<file path="src/hdl/assert_macros.svh">
// Assertion macros shared by the LED bar driver RTL.
// No dependencies; define ASSERT_OFF to compile the checks out.
`ifndef ASSERT_MACROS_SVH
`define ASSERT_MACROS_SVH
`ifndef ASSERT_OFF
`define ASSERT_HOLDS(name, clk, rst, expr) \
  name: assert property (@(posedge clk) disable iff (rst) (expr)) \
    else $error("assertion failed");
`define ASSERT_IMPLIES(name, clk, rst, ante, cons) \
  name: assert property (@(posedge clk) disable iff (rst) (ante) |-> (cons)) \
    else $error("assertion failed");
`else
`define ASSERT_HOLDS(name, clk, rst, expr)
`define ASSERT_IMPLIES(name, clk, rst, ante, cons)
`endif
`endif

</file>
<file path="src/hdl/bbsd_pkg.sv">
// Package for the LED bar serial driver: widths, opcodes, microcode
// format and program, command bytes and the segment table. No dependencies.
package bbsd_pkg;

  localparam int COUNT_WIDTH = 32;
  localparam int PROD_WIDTH  = COUNT_WIDTH + 4;
  localparam int PCT_STEPS   = 10;
  localparam int IDX_WIDTH   = 4;

  localparam logic [7:0] CMD_DATA    = 8'h44;
  localparam logic [7:0] ADDR_HIGH   = 8'hC0;
  localparam logic [7:0] ADDR_LOW    = 8'hC1;
  localparam logic [7:0] CMD_DISPLAY = 8'h8A;

  localparam logic [2:0] POS_CMD0      = 3'd0;
  localparam logic [2:0] POS_ADDR_HIGH = 3'd1;
  localparam logic [2:0] POS_DATA_HIGH = 3'd2;
  localparam logic [2:0] POS_CMD1      = 3'd3;
  localparam logic [2:0] POS_ADDR_LOW  = 3'd4;
  localparam logic [2:0] POS_DATA_LOW  = 3'd5;
  localparam logic [2:0] LAST_LEVEL    = 3'd3;
  localparam logic [2:0] LAST_RAW      = 3'd6;
  localparam logic [2:0] BIT_LAST      = 3'd7;

  typedef enum logic [1:0] {
    OP_TICK  = 2'd0,
    OP_LEVEL = 2'd1,
    OP_RAW   = 2'd2
  } opcode_t;

  typedef enum logic [1:0] {
    CS_IDLE,
    CS_DIV,
    CS_REPORT
  } ctl_state_t;

  typedef enum logic [3:0] {
    UA_ST0, UA_ST1, UA_ST2,
    UA_BT0, UA_BT1, UA_BT2,
    UA_AK0, UA_AK1, UA_AK2,
    UA_SP0, UA_SP1, UA_SP2, UA_SP3
  } upc_t;

  typedef enum logic [1:0] {
    PO_KEEP,
    PO_LOW,
    PO_HIGH,
    PO_DATA
  } pin_op_t;

  typedef enum logic [1:0] {
    CD_NONE,
    CD_BIT_LAST,
    CD_BYTE_ENDS,
    CD_BYTE_LAST
  } cond_t;

  typedef struct packed {
    pin_op_t clk_op;
    pin_op_t dio_op;
    pin_op_t rel_op;
    logic    bit_clr;
    cond_t   cond;
    logic    bit_inc_f;
    logic    byte_inc_f;
    logic    halt_t;
    upc_t    next_t;
    upc_t    next_f;
  } uword_t;

  typedef struct packed {
    logic       tick;
    logic       start;
    logic       raw;
    logic [7:0] high_byte;
    logic [7:0] low_byte;
  } seq_cmd_t;

  typedef struct packed {
    logic clk;
    logic dio;
    logic rel;
    logic busy;
  } pin_state_t;

  function automatic uword_t ucode(input upc_t addr);
    uword_t uw;
    uw = '0;
    case (addr)
      UA_ST0: begin
        uw.clk_op = PO_HIGH; uw.dio_op = PO_HIGH; uw.next_f = UA_ST1;
      end
      UA_ST1: begin
        uw.dio_op = PO_LOW; uw.next_f = UA_ST2;
      end
      UA_ST2: begin
        uw.clk_op = PO_LOW; uw.bit_clr = 1'b1; uw.next_f = UA_BT0;
      end
      UA_BT0: begin
        uw.clk_op = PO_LOW; uw.next_f = UA_BT1;
      end
      UA_BT1: begin
        uw.dio_op = PO_DATA; uw.next_f = UA_BT2;
      end
      UA_BT2: begin
        uw.clk_op = PO_HIGH; uw.cond = CD_BIT_LAST; uw.bit_inc_f = 1'b1;
        uw.next_t = UA_AK0; uw.next_f = UA_BT0;
      end
      UA_AK0: begin
        uw.clk_op = PO_LOW; uw.rel_op = PO_HIGH; uw.next_f = UA_AK1;
      end
      UA_AK1: begin
        uw.clk_op = PO_HIGH; uw.next_f = UA_AK2;
      end
      UA_AK2: begin
        uw.clk_op = PO_LOW; uw.rel_op = PO_LOW; uw.dio_op = PO_LOW;
        uw.bit_clr = 1'b1; uw.cond = CD_BYTE_ENDS; uw.byte_inc_f = 1'b1;
        uw.next_t = UA_SP0; uw.next_f = UA_BT0;
      end
      UA_SP0: begin
        uw.clk_op = PO_LOW; uw.next_f = UA_SP1;
      end
      UA_SP1: begin
        uw.dio_op = PO_LOW; uw.next_f = UA_SP2;
      end
      UA_SP2: begin
        uw.clk_op = PO_HIGH; uw.next_f = UA_SP3;
      end
      UA_SP3: begin
        uw.dio_op = PO_HIGH; uw.cond = CD_BYTE_LAST; uw.byte_inc_f = 1'b1;
        uw.halt_t = 1'b1; uw.next_t = UA_ST0; uw.next_f = UA_ST0;
      end
      default: uw.next_f = UA_ST0;
    endcase
    return uw;
  endfunction

  function automatic logic [7:0] byte_at(input logic raw, input logic [2:0] idx,
                                         input logic [7:0] hi, input logic [7:0] lo);
    logic [7:0] b;
    case (idx)
      POS_CMD0:      b = CMD_DATA;
      POS_ADDR_HIGH: b = ADDR_HIGH;
      POS_DATA_HIGH: b = hi;
      POS_CMD1:      b = raw ? CMD_DATA : CMD_DISPLAY;
      POS_ADDR_LOW:  b = ADDR_LOW;
      POS_DATA_LOW:  b = lo;
      default:       b = CMD_DISPLAY;
    endcase
    return b;
  endfunction

  function automatic logic byte_ends(input logic raw, input logic [2:0] idx);
    return !(idx == POS_ADDR_HIGH || (raw && idx == POS_ADDR_LOW));
  endfunction

  function automatic logic [7:0] seg_byte(input logic [IDX_WIDTH-1:0] idx);
    logic [7:0] s;
    case (idx)
      4'd0:          s = 8'h00;
      4'd1, 4'd2:    s = 8'h40;
      4'd3:          s = 8'h60;
      4'd4:          s = 8'h70;
      4'd5:          s = 8'h78;
      4'd6, 4'd7:    s = 8'h7C;
      4'd8, 4'd9:    s = 8'h7E;
      default:       s = 8'h7F;
    endcase
    return s;
  endfunction

endpackage

</file>
<file path="src/hdl/bbsd_if.sv">
// Channel interfaces of the LED bar serial driver: request, result, config.
// Depends on bbsd_pkg.
interface bbsd_req_if import bbsd_pkg::*; ();
  logic                   valid;
  logic                   ready;
  logic [1:0]             opcode;
  logic [COUNT_WIDTH-1:0] count;
  logic [7:0]             raw_high;
  logic [7:0]             raw_low;

  modport source (output valid, opcode, count, raw_high, raw_low, input ready);
  modport sink   (input valid, opcode, count, raw_high, raw_low, output ready);
endinterface

interface bbsd_res_if;
  logic valid;
  logic ready;
  logic clk_level;
  logic dio_level;
  logic dio_released;
  logic busy_res;
  logic accepted;

  modport source (output valid, clk_level, dio_level, dio_released, busy_res, accepted,
                  input ready);
  modport sink   (input valid, clk_level, dio_level, dio_released, busy_res, accepted,
                  output ready);
endinterface

interface bbsd_cfg_if import bbsd_pkg::*; ();
  logic                   valid;
  logic                   ready;
  logic [COUNT_WIDTH-1:0] capacity;

  modport source (output valid, capacity, input ready);
  modport sink   (input valid, capacity, output ready);
endinterface

</file>
<file path="src/hdl/battery_bar_serial_driver.sv">
// LED bar serial driver top: request handling, capacity register, result register.
// Ticks, raw writes and dropped requests: the result is loaded from the report state,
// which waits while the result register is still full. Accepted level request: the quotient
// unit runs its 10 steps first, then the report state loads the result.
// One request in flight; a new one is taken while a result still waits.
// Sync reset: sequencer idle, pins clk=1 dio=1 driven, capacity zero. Uses bbsd_pkg.
`include "assert_macros.svh"
module battery_bar_serial_driver import bbsd_pkg::*; (
  input logic      clk,
  input logic      rst,
  bbsd_req_if.sink req,
  bbsd_res_if.source res,
  bbsd_cfg_if.sink cfg
);

  ctl_state_t             state, state_next;
  logic [COUNT_WIDTH-1:0] capacity;
  logic                   acc_flag;

  logic       fire;
  logic       div_go;
  logic       raw_go;
  logic       div_done;
  logic [7:0] div_seg;
  logic       out_load;
  seq_cmd_t   cmd;
  pin_state_t pins;

  bbsd_level_div u_div (
    .clk      (clk),
    .rst      (rst),
    .start    (div_go),
    .count    (req.count),
    .capacity (capacity),
    .done     (div_done),
    .seg      (div_seg)
  );

  bbsd_sequencer u_seq (
    .clk  (clk),
    .rst  (rst),
    .cmd  (cmd),
    .pins (pins)
  );

  assign cfg.ready = 1'b1;

  always_ff @(posedge clk) begin
    if (rst) begin
      capacity <= '0;
    end else if (cfg.valid) begin
      capacity <= cfg.capacity;
    end
  end

  always_comb begin
    state_next = state;
    case (state)
      CS_IDLE: begin
        if (fire) begin
          state_next = div_go ? CS_DIV : CS_REPORT;
        end
      end
      CS_DIV: begin
        if (div_done) begin
          state_next = CS_REPORT;
        end
      end
      CS_REPORT: begin
        if (out_load) begin
          state_next = CS_IDLE;
        end
      end
      default: state_next = CS_IDLE;
    endcase
  end

  always_comb begin
    req.ready = (state == CS_IDLE);
    fire      = req.valid && req.ready;
    div_go    = 1'b0;
    raw_go    = 1'b0;
    cmd       = '0;
    case (req.opcode)
      OP_TICK:  cmd.tick = fire;
      OP_LEVEL: div_go   = fire && !pins.busy && (capacity != '0);
      OP_RAW:   raw_go   = fire && !pins.busy;
      default:  ;
    endcase
    if (raw_go) begin
      cmd.start     = 1'b1;
      cmd.raw       = 1'b1;
      cmd.high_byte = req.raw_high;
      cmd.low_byte  = req.raw_low;
    end else if (state == CS_DIV && div_done) begin
      cmd.start     = 1'b1;
      cmd.high_byte = div_seg;
    end
    out_load = (state == CS_REPORT) && (!res.valid || res.ready);
  end

  always_ff @(posedge clk) begin
    if (rst) begin
      state     <= CS_IDLE;
      acc_flag  <= 1'b0;
      res.valid <= 1'b0;
    end else begin
      state <= state_next;
      if (fire) begin
        acc_flag <= div_go || raw_go;
      end
      if (out_load) begin
        res.valid <= 1'b1;
      end else if (res.ready) begin
        res.valid <= 1'b0;
      end
    end
  end

  always_ff @(posedge clk) begin
    if (out_load) begin
      res.clk_level    <= pins.clk;
      res.dio_level    <= pins.dio && !pins.rel;
      res.dio_released <= pins.rel;
      res.busy_res     <= pins.busy;
      res.accepted     <= acc_flag;
    end
  end

  `ASSERT_IMPLIES(a_start_when_idle, clk, rst, cmd.start, !pins.busy)
  `ASSERT_IMPLIES(a_div_only_waiting, clk, rst, div_done, state == CS_DIV)
  `ASSERT_IMPLIES(a_tick_not_start, clk, rst, cmd.tick, !cmd.start)

endmodule

</file>
<file path="src/hdl/bbsd_level_div.sv">
// Level quotient unit: min(10*count/capacity, 10) by compare and accumulate,
// one multiple of capacity per cycle, then the segment table. Uses bbsd_pkg.
`include "assert_macros.svh"
module bbsd_level_div import bbsd_pkg::*; (
  input  logic                   clk,
  input  logic                   rst,
  input  logic                   start,
  input  logic [COUNT_WIDTH-1:0] count,
  input  logic [COUNT_WIDTH-1:0] capacity,
  output logic                   done,
  output logic [7:0]             seg
);

  localparam logic [IDX_WIDTH-1:0] STEP_LAST = IDX_WIDTH'(PCT_STEPS - 1);

  logic                   running;
  logic [IDX_WIDTH-1:0]   step;
  logic [IDX_WIDTH-1:0]   idx;
  logic [PROD_WIDTH-1:0]  target;
  logic [PROD_WIDTH-1:0]  acc;
  logic [COUNT_WIDTH-1:0] cap;
  logic [PROD_WIDTH-1:0]  count_ext;

  assign count_ext = PROD_WIDTH'(count);

  always_ff @(posedge clk) begin
    if (rst) begin
      running <= 1'b0;
      done    <= 1'b0;
    end else begin
      done <= running && (step == STEP_LAST);
      if (start) begin
        running <= 1'b1;
      end else if (running && (step == STEP_LAST)) begin
        running <= 1'b0;
      end
    end
  end

  always_ff @(posedge clk) begin
    if (start) begin
      target <= (count_ext << 3) + (count_ext << 1);
      acc    <= PROD_WIDTH'(capacity);
      cap    <= capacity;
      idx    <= '0;
      step   <= '0;
    end else if (running) begin
      if (acc <= target) begin
        idx <= idx + 1'b1;
      end
      acc  <= acc + PROD_WIDTH'(cap);
      step <= step + 1'b1;
    end
  end

  assign seg = seg_byte(idx);

  `ASSERT_IMPLIES(a_idx_range, clk, rst, done, idx <= IDX_WIDTH'(PCT_STEPS))
  `ASSERT_IMPLIES(a_no_restart, clk, rst, running, !start)
  `ASSERT_IMPLIES(a_done_after_run, clk, rst, done, !running)

endmodule

</file>
<file path="src/hdl/bbsd_sequencer.sv">
// Microcoded pin sequencer: one control word per delay phase from the
// program in bbsd_pkg, with bit and byte counters and conditional jumps.
`include "assert_macros.svh"
module bbsd_sequencer import bbsd_pkg::*; (
  input  logic       clk,
  input  logic       rst,
  input  seq_cmd_t   cmd,
  output pin_state_t pins
);

  logic       busy, busy_next;
  upc_t       upc, upc_next;
  logic [2:0] bit_idx, bit_idx_next;
  logic [2:0] byte_idx, byte_idx_next;
  logic       raw_mode, raw_mode_next;
  logic [7:0] level_byte, level_byte_next;
  logic [7:0] low_byte, low_byte_next;
  logic       pin_clk, pin_clk_next;
  logic       pin_dio, pin_dio_next;
  logic       pin_rel, pin_rel_next;

  uword_t     uw;
  logic       taken;
  logic [7:0] cur_byte;
  logic [2:0] last_byte;

  function automatic logic pin_apply(input pin_op_t op, input logic cur, input logic data);
    logic v;
    case (op)
      PO_LOW:  v = 1'b0;
      PO_HIGH: v = 1'b1;
      PO_DATA: v = data;
      default: v = cur;
    endcase
    return v;
  endfunction

  assign uw        = ucode(upc);
  assign cur_byte  = byte_at(raw_mode, byte_idx, level_byte, low_byte);
  assign last_byte = raw_mode ? LAST_RAW : LAST_LEVEL;

  always_comb begin
    case (uw.cond)
      CD_BIT_LAST:  taken = (bit_idx == BIT_LAST);
      CD_BYTE_ENDS: taken = byte_ends(raw_mode, byte_idx);
      CD_BYTE_LAST: taken = (byte_idx >= last_byte);
      default:      taken = 1'b0;
    endcase
  end

  always_comb begin
    busy_next       = busy;
    upc_next        = upc;
    bit_idx_next    = bit_idx;
    byte_idx_next   = byte_idx;
    raw_mode_next   = raw_mode;
    level_byte_next = level_byte;
    low_byte_next   = low_byte;
    pin_clk_next    = pin_clk;
    pin_dio_next    = pin_dio;
    pin_rel_next    = pin_rel;
    if (cmd.start) begin
      busy_next       = 1'b1;
      upc_next        = UA_ST0;
      bit_idx_next    = '0;
      byte_idx_next   = '0;
      raw_mode_next   = cmd.raw;
      level_byte_next = cmd.high_byte;
      low_byte_next   = cmd.low_byte;
    end else if (cmd.tick && busy) begin
      pin_clk_next = pin_apply(uw.clk_op, pin_clk, 1'b0);
      pin_dio_next = pin_apply(uw.dio_op, pin_dio, cur_byte[bit_idx]);
      pin_rel_next = pin_apply(uw.rel_op, pin_rel, 1'b0);
      if (uw.bit_clr) begin
        bit_idx_next = '0;
      end else if (!taken && uw.bit_inc_f) begin
        bit_idx_next = bit_idx + 1'b1;
      end
      if (!taken && uw.byte_inc_f) begin
        byte_idx_next = byte_idx + 1'b1;
      end
      if (taken && uw.halt_t) begin
        busy_next = 1'b0;
      end
      upc_next = taken ? uw.next_t : uw.next_f;
    end
  end

  always_ff @(posedge clk) begin
    if (rst) begin
      busy     <= 1'b0;
      upc      <= UA_ST0;
      bit_idx  <= '0;
      byte_idx <= '0;
      raw_mode <= 1'b0;
      pin_clk  <= 1'b1;
      pin_dio  <= 1'b1;
      pin_rel  <= 1'b0;
    end else begin
      busy     <= busy_next;
      upc      <= upc_next;
      bit_idx  <= bit_idx_next;
      byte_idx <= byte_idx_next;
      raw_mode <= raw_mode_next;
      pin_clk  <= pin_clk_next;
      pin_dio  <= pin_dio_next;
      pin_rel  <= pin_rel_next;
    end
  end

  always_ff @(posedge clk) begin
    level_byte <= level_byte_next;
    low_byte   <= low_byte_next;
  end

  assign pins = '{clk: pin_clk, dio: pin_dio, rel: pin_rel, busy: busy};

  `ASSERT_IMPLIES(a_rel_in_seq, clk, rst, pin_rel, busy)
  `ASSERT_IMPLIES(a_idle_pins_high, clk, rst, !busy, pin_clk && pin_dio && !pin_rel)
  `ASSERT_IMPLIES(a_byte_in_range, clk, rst, busy, byte_idx <= last_byte)

endmodule

</file>
<file path="src/flat_wrapper.sv">
// flat-port wrapper written by rule: the top's interface ports become plain ports
module battery_bar_serial_driver_flat import bbsd_pkg::*;
  (clk, rst, req_valid, req_opcode, req_count, req_raw_high, req_raw_low, req_ready, res_valid, res_clk_level, res_dio_level, res_dio_released, res_busy_res, res_accepted, res_ready, cfg_valid, cfg_capacity, cfg_ready);
  bbsd_req_if req_i ();
  bbsd_res_if res_i ();
  bbsd_cfg_if cfg_i ();
  input logic clk;
  input logic rst;
  input wire logic [$bits(req_i.valid)-1:0] req_valid;
  input wire logic [$bits(req_i.opcode)-1:0] req_opcode;
  input wire logic [$bits(req_i.count)-1:0] req_count;
  input wire logic [$bits(req_i.raw_high)-1:0] req_raw_high;
  input wire logic [$bits(req_i.raw_low)-1:0] req_raw_low;
  output wire logic [$bits(req_i.ready)-1:0] req_ready;
  output wire logic [$bits(res_i.valid)-1:0] res_valid;
  output wire logic [$bits(res_i.clk_level)-1:0] res_clk_level;
  output wire logic [$bits(res_i.dio_level)-1:0] res_dio_level;
  output wire logic [$bits(res_i.dio_released)-1:0] res_dio_released;
  output wire logic [$bits(res_i.busy_res)-1:0] res_busy_res;
  output wire logic [$bits(res_i.accepted)-1:0] res_accepted;
  input wire logic [$bits(res_i.ready)-1:0] res_ready;
  input wire logic [$bits(cfg_i.valid)-1:0] cfg_valid;
  input wire logic [$bits(cfg_i.capacity)-1:0] cfg_capacity;
  output wire logic [$bits(cfg_i.ready)-1:0] cfg_ready;
  assign req_i.valid = req_valid;
  assign req_i.opcode = req_opcode;
  assign req_i.count = req_count;
  assign req_i.raw_high = req_raw_high;
  assign req_i.raw_low = req_raw_low;
  assign req_ready = req_i.ready;
  assign res_valid = res_i.valid;
  assign res_clk_level = res_i.clk_level;
  assign res_dio_level = res_i.dio_level;
  assign res_dio_released = res_i.dio_released;
  assign res_busy_res = res_i.busy_res;
  assign res_accepted = res_i.accepted;
  assign res_i.ready = res_ready;
  assign cfg_i.valid = cfg_valid;
  assign cfg_i.capacity = cfg_capacity;
  assign cfg_ready = cfg_i.ready;
  battery_bar_serial_driver u_core (.clk(clk), .rst(rst), .req(req_i), .res(res_i), .cfg(cfg_i));
endmodule
</file>
<file path="config.mk">
export PLATFORM = sky130hd
export DESIGN_NAME = battery_bar_serial_driver_flat
export DESIGN_NICKNAME = d
export VERILOG_FILES = /design/src/hdl/bbsd_pkg.sv /design/src/hdl/bbsd_if.sv /design/src/hdl/battery_bar_serial_driver.sv /design/src/hdl/bbsd_level_div.sv /design/src/hdl/bbsd_sequencer.sv /design/src/flat_wrapper.sv
export VERILOG_INCLUDE_DIRS = /design/src /design/src/hdl
export SDC_FILE = /design/constraint.sdc
export NUM_CORES = 1
export LEC_CHECK = 0
export BUFFER_PORTS_ARGS = -buffer_cell sky130_fd_sc_hd__buf_2
export CORE_MARGIN = 1.5
export CORE_UTILIZATION = 48
export CTS_CLUSTER_SIZE = 40
export DETAILED_ROUTE_END_ITERATION = 8
export GPL_TIMING_DRIVEN = 0
export HOLD_SLACK_MARGIN = 0.08
export MAX_ROUTING_LAYER = met4
export PLACE_DENSITY = 0.71
export SLEW_MARGIN = 30
export SYNTH_ARGS = -nofsm -noshare
export SYNTH_HDL_FRONTEND = slang
export SYNTH_SLANG_ARGS = --single-unit
</file>
<file path="constraint.sdc">
create_clock -name clk -period 4.4 [get_ports clk]
set_clock_uncertainty 0.1 [all_clocks]
set_input_delay 0.22 -clock clk [delete_from_list [all_inputs] [get_ports clk]]
set_output_delay 0.22 -clock clk [all_outputs]
set_load 0.02 [all_outputs]
</file>
; ---- After elaboration in Yosys (flattened, before gate mapping)
; Memories as Yosys holds them, arrays and structs flattened. A register that Yosys moved wholly into a read port is not among the register bits.
; Index checks and enable logic that the tools add are counted.
[classes]
add_sub_neg = 6
n_lt_le_gt_ge = 3
eq_ne = 38
mux = 46
n_bitwise = 1
reduce_logical = 52
[ops]
columns = operator, n
row1 = 32-bit two-way mux, 2
row2 = 8-bit case mux with 6 select lines, 1
row3 = 4-bit case mux with 10 select lines, 1
row4 = 35-bit by 33-bit adder with 36-bit output, 1
row5 = 36-bit by 32-bit adder with 36-bit output, 1
row6 = 36-bit <= comparator, 1
row7 = 32-bit nonzero test, 1
row8 = 4-bit equality test (second input constant), 6
row9 = 8-bit two-way mux, 3
row10 = 2-bit equality test (second input constant), 10
row11 = 1-bit two-way mux, 18
row12 = 2-bit case mux with 3 select lines, 3
row13 = 4-bit by 3-bit equality test with 1-bit output (second input constant), 4
row14 = 2-bit nonzero test, 8
row15 = 2-bit by 1-bit equality test with 1-bit output (second input constant), 6
row16 = 1-bit logical AND, 12
row17 = 4-bit two-way mux, 3
row18 = 3-bit AND reduction, 4
row19 = 2-bit OR reduction, 6
row20 = 3-bit equality test (second input constant), 3
row21 = 3-bit two-way mux, 3
row22 = 4-bit by 1-bit adder with 4-bit output (second input constant), 2
row23 = 4-bit by 2-bit equality test with 1-bit output (second input constant), 2
row24 = 2-bit two-way mux, 4
row25 = 24 further kinds, 41
[word_totals]
ff_bits = 186
rom_bits = 112
inputBits = 87
out_inout_bits = 8
elab_cells = 174
memories = 1
[mem_list]
columns = memory, words, word_bits, read_ports, rd_clocked_by_memory_dff, wr, line
row1 = (name not given), 16, 7, 1, 1, 0, bbsd_pkg.sv:159  ; case (idx)

; ---- Depth between registers and ports, before layout
; Gate-level depths: netlist of run 1.
[logic_depth]
depth_word = 9
depth_mapped = 11
depth_no_buf = 11

; ---- By module
; A second synthesis of run 1 with hierarchy kept.
[unflattened]
hier_cells = 1181
hier_area_um2 = 11669.9
[modules_own_cells]
columns = module, n_inst, cells_each, area_each_um2, seq_area_each_um2
row1 = bbsd_level_div, 1, 830, 8216.6, 3393.3
row2 = battery_bar_serial_driver, 1, 170, 1737.9, 870.8
row3 = bbsd_sequencer, 1, 181, 1715.4, 780.7

; ---- Worst setup path after synthesis of run 1
; Ideal clock, no wire load.
[synth_path]
path_type = register to register
startpoint = register u_core.state[0]
endpoint = register u_core.u_div.cap[0], enable pin
arrival_time_ns = 3.473
setup_slack_ns = 0.370
path_stages_with_launch = 8
n_path_buf = 2
cell_sequence = dfxtp_1 nor2_1 nand2_1 nor2_1 o2111ai_1 clkinv_1 buf_2 clkbuf_1
[synth_via]
elab_chain_cells = 5
[synth_lines]
columns = item, line
row1 = from (decl), battery_bar_serial_driver.sv:16  ; ctl_state_t state, state_next;
row2 = from (signal assigned), battery_bar_serial_driver.sv:108  ; state <= state_next;
row3 = 2-bit zero test, battery_bar_serial_driver.sv:79  ; req.ready = (state == CS_IDLE);
row4 = net req_ready, flat_wrapper.sv:14  ; output wire logic [$bits(req_i.ready)-1:0] req_ready;
row5 = 1-bit logical AND, battery_bar_serial_driver.sv:80  ; fire = req.valid && req.ready;
row6 = 1-bit logical AND (2 in series), battery_bar_serial_driver.sv:86  ; OP_LEVEL: div_go = fire && !pins.busy && (capacity != '0);
row7 = 1-bit two-way mux, battery_bar_serial_driver.sv:84  ; case (req.opcode)
row8 = net u_core.div_go, battery_bar_serial_driver.sv:21  ; logic div_go;
row9 = to (signal assigned), bbsd_level_div.sv:44  ; cap <= capacity;
row10 = to (decl), bbsd_level_div.sv:21  ; logic [COUNT_WIDTH-1:0] cap;
; The timed path passes the listed nets, and every way through them passes these cells.
; A chain may end at the register's enable or synchronous reset.

; ---- Worst setup path after layout of run 1
[layout_path]
startpoint = input req_count[2]
endpoint = register u_core.u_div.target[33] (data pin)
[layout_via]
elab_chain_cells = 1
[layout_lines]
columns = item, line
row1 = from (decl), flat_wrapper.sv:11  ; input wire logic [$bits(req_i.count)-1:0] req_count;
row2 = 35-bit by 33-bit adder with 36-bit output, bbsd_level_div.sv:42  ; target <= (count_ext << 3) + (count_ext << 1);
row3 = to (signal assigned), bbsd_level_div.sv:42
row4 = to (decl), bbsd_level_div.sv:19  ; logic [PROD_WIDTH-1:0] target;
; Every way passes these cells.

==> results of run 1 <==
state kept, by name, indices dropped and copies added, names as in the netlist, 4 cells and up:
signal / flops
u_core.capacity: 32
u_core.u_div.acc: 36
u_core.u_div.cap: 32
u_core.u_div.idx: 4
u_core.u_div.seg: 7
u_core.u_div.step: 4
u_core.u_div.target: 35
u_core.u_seq.level_byte: 8
u_core.u_seq.low_byte: 8
u_core.u_seq.upc: 4
tightest hold or removal path, stage by stage:
cell and delay (ns):
clkbuf_1 0.19, mux2i_1 0.16, nor2_1 0.07
power groups by stage:
stage / registers [mW] / logic (mW) / clock network [mW]
floorplan: 2.20 / 0.691 / 0
global placement: 2.24 / 0.887 / 0
detailed placement: 2.24 / 0.921 / 0
CTS: 2.20 / 0.968 / 1.51
global route: 2.21 / 1.10 / 1.58
finish: 2.20 / 0.972 / 1.49
worst paths after layout:
check	end	cells past startpoint
setup / recovery	u_core.u_div.target[33]$_DFFE_PP_	13
hold / removal	u_core.capacity[1]$_SDFFE_PP0P_	3
setup reg to reg	u_core.u_div.seg[3]$_SDFF_PP1_	9
hold reg to reg	u_core.res.clk_level$_DFFE_PP_	0
synth_stat cells (all sizes together) (22+ instances only):
library cell	n
dfxtp	72
mux2i	34
inv	73
ha	109
xor2	23
nand3	25
a21oi	101
nand2	82
o21ai	61
edfxtp	120
xnor2	32
clkbuf	32
nor2	102
a21o	22
per-layer routing:
layer	routed length (µm)	global-route usage [%]	up-vias
met3	1434	2.820	44
met1	12650	30.62	4357
met5	0	-	-
met2	12660	37.47	285
met4	599	8.367	0
li1	-	-	4716
final cells by class:
class                   count  area share (%)
flip-flops and latches    192           37.22
well taps                 319           2.944
clock buffers              18           3.240
repair buffers            147           7.753
multi-input cells         874           44.64
plain buffers              41           1.200
inverters                  74           2.049
clock inverters            14          0.9599
cell usage in the layout, fill, tap and decap left out, types with 6 or more instances in the layout:
master / instances
o21bai_1: 8
ha_1: 109
xnor2_1: 32
and2_1: 14
nand4_1: 17
or2_2: 6
dfxtp_1: 72
a21oi_1: 101
nand3_1: 25
mux2i_1: 34
inv_1: 73
buf_1: 7
a31oi_1: 18
nor3_1: 21
dlygate4sd3_1: 54
clkbuf_16: 17
o21ai_0: 61
buf_2: 92
edfxtp_1: 120
o21a_1: 16
o211ai_1: 6
a21boi_0: 8
nand2b_1: 13
a211oi_1: 13
a22o_1: 7
nor4_1: 11
nor2_1: 102
nor2b_1: 15
xor2_1: 23
a21o_1: 22
and3_1: 12
clkbuf_1: 31
o31ai_1: 11
or3_1: 6
nand2_1: 81
logic make-up (layout without fill, tap and decap cells):
kind of cell	count (synthesis)	after routing	synth area share, %
simple gates	352	352	15.10
compound gates	320	320	17.93
flops	192	192	43.75
buf+inv	115	294	3.787
fa+ha+maj	111	111	12.18
xor+xnor	55	55	4.178
mux	35	35	3.049
other cells	1	1	0.03252
==> results.cfg, run 1 <==
[power_and_ir_drop]
powerDensity_mw_per_mm2 = 343.7
power_switching_mw = 1.377
power_frac_clock_pct = 31.9
power.share.switching_pct = 29.56
p_comb_share_pct = 20.9
report.power.total_mw = 4.659
seq_power_share_pct = 47.2
worst_ir_drop_vdd_v = 0.0002905
power_report.internal_total_mw = 3.282
leakage_nw = 5.590

[clocking]
cts_buffers = 17
clock_tree.root_cell = clkbuf_16
post_cts.repair.setup_buffers = 0
cts.clk_slew.worst_paths_ns = 0.07
htree_levels = 4
worst_skew_pair.late_latency_ns = 0.44
tritoncts = yes
cts.hold.buffers_added = 54
max-clock-path-buffers = 2
cts_repair_resize_count = 0
clock_sinks = 192

[cells_and_area]
postLayoutCoreUtil_pct = 57.58
n_antenna_cell = 0
fraction_of_final_layout_cells_with_drive_strength_greater_than_1_pct = 10.59
areaGrowthSynthToFinish_pct = 17.57
final-seq-area_mm2 = 0.005045
design_area_mm2 = 0.01356
nFillCells = 2053
post_layout_nonfiller_instances = 1679
num-nets-final = 1545
area_of_the_multi_input_gates_mm2 = 0.006051

[global_route]
grt_pass1_vias = 8903
wire_length_of_the_first_global_routing_pass_mm = 44.22
gr-total-overflow = 0
track_usage_pct = 23.38
grt_start_max_net_pins = 48
number_of_antenna_violations_at_the_first_check_in_global_routing = 0

[placed_design]
place_congestion = 0.9073
port_buffers = 91
dpl.hpwl_mm = 20.12
placed_cells = 1593
detailed_place.area_mm2 = 0.01245
post-place-ws_ns = 0.6863

[run_status]
status = complete, no violations

[min_path]
timing.hold.worst.start = cfg_valid
holdCritPathClass = in -> reg

[drt]
detail_route.drc_violations = 0
wirelength_mm = 27.35
route.antenna.remaining_nets = 0
drt_first_pass_iters = 6
route.vias.total = 9402
dr.first_iter.drc_count = 866
post_drt_wl_per_cell_um = 16.29
vias_per_cell = 5.600

[synth]
dominantRegCellSynth = edfxtp_1
synth_top_area_share_pct = 31.25
synthArstFlopShare_pct = 0
yosysSeqAreaShare_pct = 43.75
synth_fp_nets = 1379
syn_avg_cell_area_um2 = 9.763
yosys.cell_types.count = 73
yosysWarnings = 0
synthesized_instance_count = 1181
synth_seq_cells = 192
post_syn_area_mm2 = 0.01153
count_of_flip_flops_with_a_built_in_enable_after_synthesis = 120
synth_top_cells_by_area = edfxtp_1 (31%), dfxtp_1 (13%), ha_1 (12%)
cell_taking_the_most_area_after_synthesis = edfxtp_1

[floorplan]
starting_density_of_the_core_pct = 48.97
floorplan.rows = 56
top_level_ports = 95
core_region_area_mm2 = 0.02354
die_area_mm2 = 0.02496
die-height_um = 158.0
width_of_the_die_um = 158.0

[timing]
report.final.setup_viol = 0
final-hold-violation-count = 0
rsz0062_at_grt = false
timing_worst_slew_pin_value_ns = 0.8803
number_of_max_slew_violations_in_the_final_report = 0
final_min_period_over_clock_period_pct = 85.77
max_freq_ghz = 0.2650
final_layout_worst_hold_slack_ns = 0.1386
max_slew_margin_pct = 41.31
period_minus_slack_ns = 3.774
post-route-worst-setup-slack_ns = 0.6262
setup-tns-final_ns = 0

[job]
max_cap_violations = 0

[worst_setup_path]
rr_startpoint = u_core.u_div.acc[31]$_DFFE_PP_
crit_path_frequent_cell = a31oi_1
timing.setup.critical_path_class = in -> reg
setup.reg_to_reg.worst_slack_ns = 0.69
critical-path-slowest-cell = o32ai_1
worst_setup_path_startpoint = req_count[2]
cp_top_family = compound AO/OA/AOI/OAI gates
critical_path.max_stage_delay_ns = 0.65
critical_path_required_ns = 4.48
crit_fanout = 4
cp_num_buf_inv = 3
setup.worst_path.start_class = input port
crit_arrival_ns = 3.86
end_kind = flop
crit_chain = dlygate4sd3_1, buf_2, ha_1, inv_1, fa_1, nor2b_1, o31a_1, o221ai_1, o32ai_1, a31oi_1, or3_1, a31oi_1, xor2_1
Power figures use the tool's default switching activity.
==> run 2, diff against run 1 <==
--- a/config.mk
+++ b/config.mk
@@ -14,7 +14,7 @@
 export GPL_TIMING_DRIVEN = 0
 export HOLD_SLACK_MARGIN = 0.08
 export MAX_ROUTING_LAYER = met4
-export PLACE_DENSITY = 0.71
+export PLACE_DENSITY = 0.66
 export SLEW_MARGIN = 30
 export SYNTH_ARGS = -nofsm -noshare
 export SYNTH_HDL_FRONTEND = slang
==> results.cfg, run 2 (same netlist as run 1, synthesis figures left out) <==
[run_status]
status = complete, no violations

[worst_setup_path]
cp_num_buf_inv = 3
crit_arrival_ns = 3.82
critical_path.max_stage_delay_ns = 0.67
end_kind = flop
crit_path_frequent_cell = a31oi_1
critical_path_required_ns = 4.48
setup.worst_path.start_class = input port
ff2ff_path_depth = 9
setup.reg_to_reg.worst_slack_ns = 0.68
rr_endpoint = u_core.u_div.seg[3]$_SDFF_PP1_
timing.setup.critical_path_class = in -> reg
critical-path-slowest-cell = o32ai_1
crit_fanout = 4
cp_top_family = compound AO/OA/AOI/OAI gates
crit_chain = dlygate4sd3_1, buf_2, ha_1, inv_1, fa_1, nor2b_1, o31a_1, o221ai_1, o32ai_1, a31oi_1, or3_1, a31oi_1, xor2_1
rr_startpoint = u_core.u_div.acc[32]$_SDFFE_PP0P_

[power_and_ir_drop]
worst_ir_drop_vdd_v = 0.0002691
powerDensity_mw_per_mm2 = 347.8
leakage_nw = 5.587
report.power.total_mw = 4.716

[min_path]
min_path_cells = 4
min_delay_worst_endpoint = u_core.state[0]$_SDFFE_PP0P_
holdCritPathClass = in -> reg
timing.hold.worst.start = req_valid

[clocking]
worst_skew_pair.late_latency_ns = 0.44
cts.clk_slew.worst_paths_ns = 0.07
tritoncts = yes
clock_tree.root_cell = clkbuf_16
clock_sinks = 192
cts_buffers = 17
htree_levels = 4
max-clock-path-buffers = 2

[floorplan]
core_region_area_mm2 = 0.02354
die_area_mm2 = 0.02496
starting_density_of_the_core_pct = 48.97
die-height_um = 158.0
floorplan.rows = 56
width_of_the_die_um = 158.0
top_level_ports = 95

[cells_and_area]
num-nets-final = 1545
top_register = u_core.u_div.acc
design_area_mm2 = 0.01356
fraction_of_final_layout_cells_with_drive_strength_greater_than_1_pct = 10.37
post_layout_nonfiller_instances = 1679
largest_reg_flops = 36
areaGrowthSynthToFinish_pct = 17.58
n_antenna_cell = 0
layout_common_cells = edfxtp_1 (120), ha_1 (109), nor2_1 (102)
nFillCells = 2104
area_of_the_multi_input_gates_mm2 = 0.006051
reg_top3 = u_core.u_div.acc (36), u_core.u_div.target (35)
layout.cells.most_common = edfxtp_1
postLayoutCoreUtil_pct = 57.58
final-seq-area_mm2 = 0.005045

[job]
max_cap_violations = 0

[global_route]
wire_length_of_the_first_global_routing_pass_mm = 44.18
number_of_antenna_violations_at_the_first_check_in_global_routing = 0
grt_start_max_net_pins = 43
track_usage_pct = 23.40
gr-total-overflow = 0
grt_pass1_vias = 8933

[timing]
rsz0062_at_grt = false
period_minus_slack_ns = 3.739
max_slew_margin_pct = 42.40
final_layout_worst_hold_slack_ns = 0.1472
post-route-worst-setup-slack_ns = 0.6614
max_freq_ghz = 0.2675
final_min_period_over_clock_period_pct = 84.97
timing_worst_slew_pin_value_ns = 0.8640
report.final.setup_viol = 0
setup-tns-final_ns = 0
final-hold-violation-count = 0
number_of_max_slew_violations_in_the_final_report = 0

[drt]
route.antenna.remaining_nets = 0
route.vias.total = 9242
detail_route.drc_violations = 0
wirelength_mm = 27.26
drt_first_pass_iters = 5
routed-wl-met2_mm = 12.28
dr.first_iter.drc_count = 522
post_drt_wl_per_cell_um = 16.24
routedLengthMet1_mm = 13.38
met3WireLength_mm = 1.067
routed.top_layer = met4
vias_per_cell = 5.504

[placed_design]
placed_cells = 1593
post-place-ws_ns = 0.6904
detailed_place.area_mm2 = 0.01244
dpl.hpwl_mm = 20.28
port_buffers = 91
place_congestion = 0.8907
run 2: area by class of cell:
class                      instances  area share [%]
clock inverter                    12          0.9691
tap                              319           2.944
timing repair buffer             147           7.697
sequential                       192           37.21
buffer                            41           1.200
multi-input combinational        874           44.63
inverter                          74           2.049
clock buffer                      20           3.295
run 2: tightest hold or removal path, cell delays in order:
cell and delay [ns]:
buf_2 0.12, nor2_1 0.04, a21oi_1 0.12, o211a_1 0.14
run 2: worst max-delay path by stage:
stage	slack (ns)	cells after the start	startpoint	to
global placement	-0.91	7	u_core.state[0]$_SDFFE_PP0P_	u_core.u_div.target[3]$_DFFE_PP_
detailed placement	0.69	9	u_core.u_div.acc[32]$_SDFFE_PP0P_	u_core.u_div.seg[3]$_SDFF_PP1_
CTS	0.67	9	u_core.u_div.acc[32]$_SDFFE_PP0P_	u_core.u_div.seg[3]$_SDFF_PP1_
finish	0.66	13	req_count[0]	u_core.u_div.target[33]$_DFFE_PP_
floorplan	0.37	7	u_core.state[0]$_SDFFE_PP0P_	u_core.u_div.cap[0]$_DFFE_PP_
global route	0.46	13	req_count[0]	u_core.u_div.target[31]$_DFFE_PP_
run 2: where the power goes:
| part | internal (mW) | leakage (nW) | switching (mW) |
|---|---|---|---|
| Sequential | 2.09 | 1.71 | 0.114 |
| Clock | 0.855 | 0.276 | 0.694 |
| Combinational | 0.437 | 3.60 | 0.530 |
run 2: repair_timing:
action,CTS,global route
gates resized for setup,0,0
hold buffers,54,0
buffers inserted,0,0
hold endpoints to repair,55,0
run 2: layer usage:
layer	GRT usage, %	up-vias
met5	-	-
met4	7.121	0
met3	3.093	34
met2	37.13	209
met1	31.27	4292
li1	-	4707
==> run 3, diff against run 2 <==
==> constraint.sdc (replaced) <==
create_clock -name clk -period 3.85 [get_ports clk]
set_clock_uncertainty 0.1 [all_clocks]
set_input_delay 0.1925 -clock clk [delete_from_list [all_inputs] [get_ports clk]]
set_output_delay 0.1925 -clock clk [all_outputs]
set_load 0.02 [all_outputs]
==> results.cfg, run 3 (same netlist as run 1, synthesis figures left out) <==
[global_route]
grt_pass1_vias = 8833
gr-total-overflow = 0
wire_length_of_the_first_global_routing_pass_mm = 44.55
track_usage_pct = 23.50
number_of_antenna_violations_at_the_first_check_in_global_routing = 0
grt_start_max_net_pins = 77

[cells_and_area]
n_antenna_cell = 0
layout_common_cells = edfxtp_1 (120), ha_1 (109), nor2_1 (102)
num-nets-final = 1544
fraction_of_final_layout_cells_with_drive_strength_greater_than_1_pct = 10.74
final-seq-area_mm2 = 0.005045
nFillCells = 2109
post_layout_nonfiller_instances = 1678
largest_reg_flops = 36
areaGrowthSynthToFinish_pct = 17.80
postLayoutCoreUtil_pct = 57.69
reg_top3 = u_core.u_div.acc (36), u_core.u_div.target (35)
area_of_the_multi_input_gates_mm2 = 0.006063
top_register = u_core.u_div.acc
layout.cells.most_common = edfxtp_1

[timing]
period_minus_slack_ns = 3.723
report.final.setup_viol = 0
final-hold-violation-count = 0
rsz0062_at_grt = false
final_layout_worst_hold_slack_ns = 0.1272
post-route-worst-setup-slack_ns = 0.1274
max_slew_margin_pct = 42.88
setup-tns-final_ns = 0
timing_worst_slew_pin_value_ns = 0.8568
final_min_period_over_clock_period_pct = 96.69
number_of_max_slew_violations_in_the_final_report = 0
max_freq_ghz = 0.2686

[drt]
dr.first_iter.drc_count = 700
vias_per_cell = 5.581
route.antenna.remaining_nets = 0
route.vias.total = 9365
wirelength_mm = 27.66
post_drt_wl_per_cell_um = 16.48
drt_first_pass_iters = 6
detail_route.drc_violations = 0

[floorplan]
die-height_um = 158.0
width_of_the_die_um = 158.0
top_level_ports = 95
floorplan.rows = 56
die_area_mm2 = 0.02496
core_region_area_mm2 = 0.02354
starting_density_of_the_core_pct = 48.97

[power_and_ir_drop]
worst_ir_drop_vdd_v = 0.0003313
power.share.switching_pct = 28.43
seq_power_share_pct = 46.0
power_frac_clock_pct = 33.7
p_comb_share_pct = 20.3
power_report.internal_total_mw = 3.916
powerDensity_mw_per_mm2 = 402.8
leakage_nw = 5.606
power_switching_mw = 1.555

[worst_setup_path]
critical_path_required_ns = 4.05
critical_path.max_stage_delay_ns = 0.66
crit_fanout = 10
setup.worst_path.start_class = flop
path_depth = 9
ff2ff_path_depth = 9
critical-path-slowest-cell = or4_1
crit_arrival_ns = 3.92
crit_path_frequent_cell = or4_1
cp_num_buf_inv = 0
crit_chain = ha_1, nand4_1, or4_1, or4_1, or4_4, o31ai_4, a41oi_1, nor2_1, o31ai_1
cp_top_family = simple AND/OR/NAND/NOR gates
timing.setup.critical_path_class = reg -> reg
end_kind = flop

[placed_design]
placed_cells = 1592
dpl.hpwl_mm = 20.15
port_buffers = 91
post-place-ws_ns = 0.1839
place_congestion = 0.8848

[min_path]
min_path_cells = 4
holdCritPathClass = in -> reg

[clocking]
tritoncts = yes
clock_tree.root_cell = clkbuf_16
cts_buffers = 17
max-clock-path-buffers = 2
clock_sinks = 192
post_cts.repair.setup_buffers = 0
cts.clk_slew.worst_paths_ns = 0.07
htree_levels = 4
worst_skew_pair.late_latency_ns = 0.43

[job]
max_cap_violations = 0

[run_status]
status = complete, no violations
run 3: layer usage:
metal	wire length [µm]	up-vias	share of wire, %	track usage, %
li1	-	4698	-	-
met1	13270	4353	48	31.93
met2	12490	265	45	36.65
met3	1372	49	5.0	3.230
met4	525	0	1.9	7.032
met5	0	-	0	-
run 3: what timing repair did:
action                                  4_1_cts  5_1_grt
resized for setup                             0        2
hold buffers                                 54        0
endpoints found under the setup margin        0        4
endpoints found under the hold margin        56        0
run 3: final timing paths:
kind	from	to	slack, ns
setup / recovery	u_core.u_div.acc[32]$_SDFFE_PP0P_	u_core.u_div.seg[3]$_SDFF_PP1_	0.13
hold / removal	req_valid	u_core.state[0]$_SDFFE_PP0P_	0.13
setup reg to reg	u_core.u_div.acc[32]$_SDFFE_PP0P_	u_core.u_div.seg[3]$_SDFF_PP1_	0.13
hold reg to reg	u_core.u_seq.pin_clk$_SDFFE_PP1P_	u_core.res.clk_level$_DFFE_PP_	0.37
run 3: power groups by stage:
stage / sequential (mW) / clock [mW] / combinational [mW]
6_report: 2.52 / 1.85 / 1.11
4_1_cts: 2.51 / 1.88 / 1.10
2_1_floorplan: 2.51 / 0 / 0.790
3_3_place_gp: 2.56 / 0 / 1.02
5_1_grt: 2.53 / 1.96 / 1.25
3_5_place_dp: 2.56 / 0 / 1.05
run 3: tightest hold or removal path, stage by stage:
cell     delay (ns)
buf_2          0.13
nor2_1         0.05
a21oi_1        0.12
o211a_1        0.14
run 3: final cells by class:
cell class | instances | share of cell area (%)
Buffer | 41 | 1.244
Clock buffer | 17 | 3.132
Clock inverter | 15 | 1.317
Inverter | 74 | 2.045
Multi-Input combinational cell | 874 | 44.64
Sequential cell | 192 | 37.14
Tap cell | 319 | 2.939
Timing Repair Buffer | 146 | 7.536
run 3: stage by stage:
step                      area [µm²]  total power, mW
after floorplan                11530            3.304
after global placement         12390            3.576
after detailed placement       12420            3.606
after CTS                      13570            5.496
after global routing           13580            5.744
final                          13580            5.471
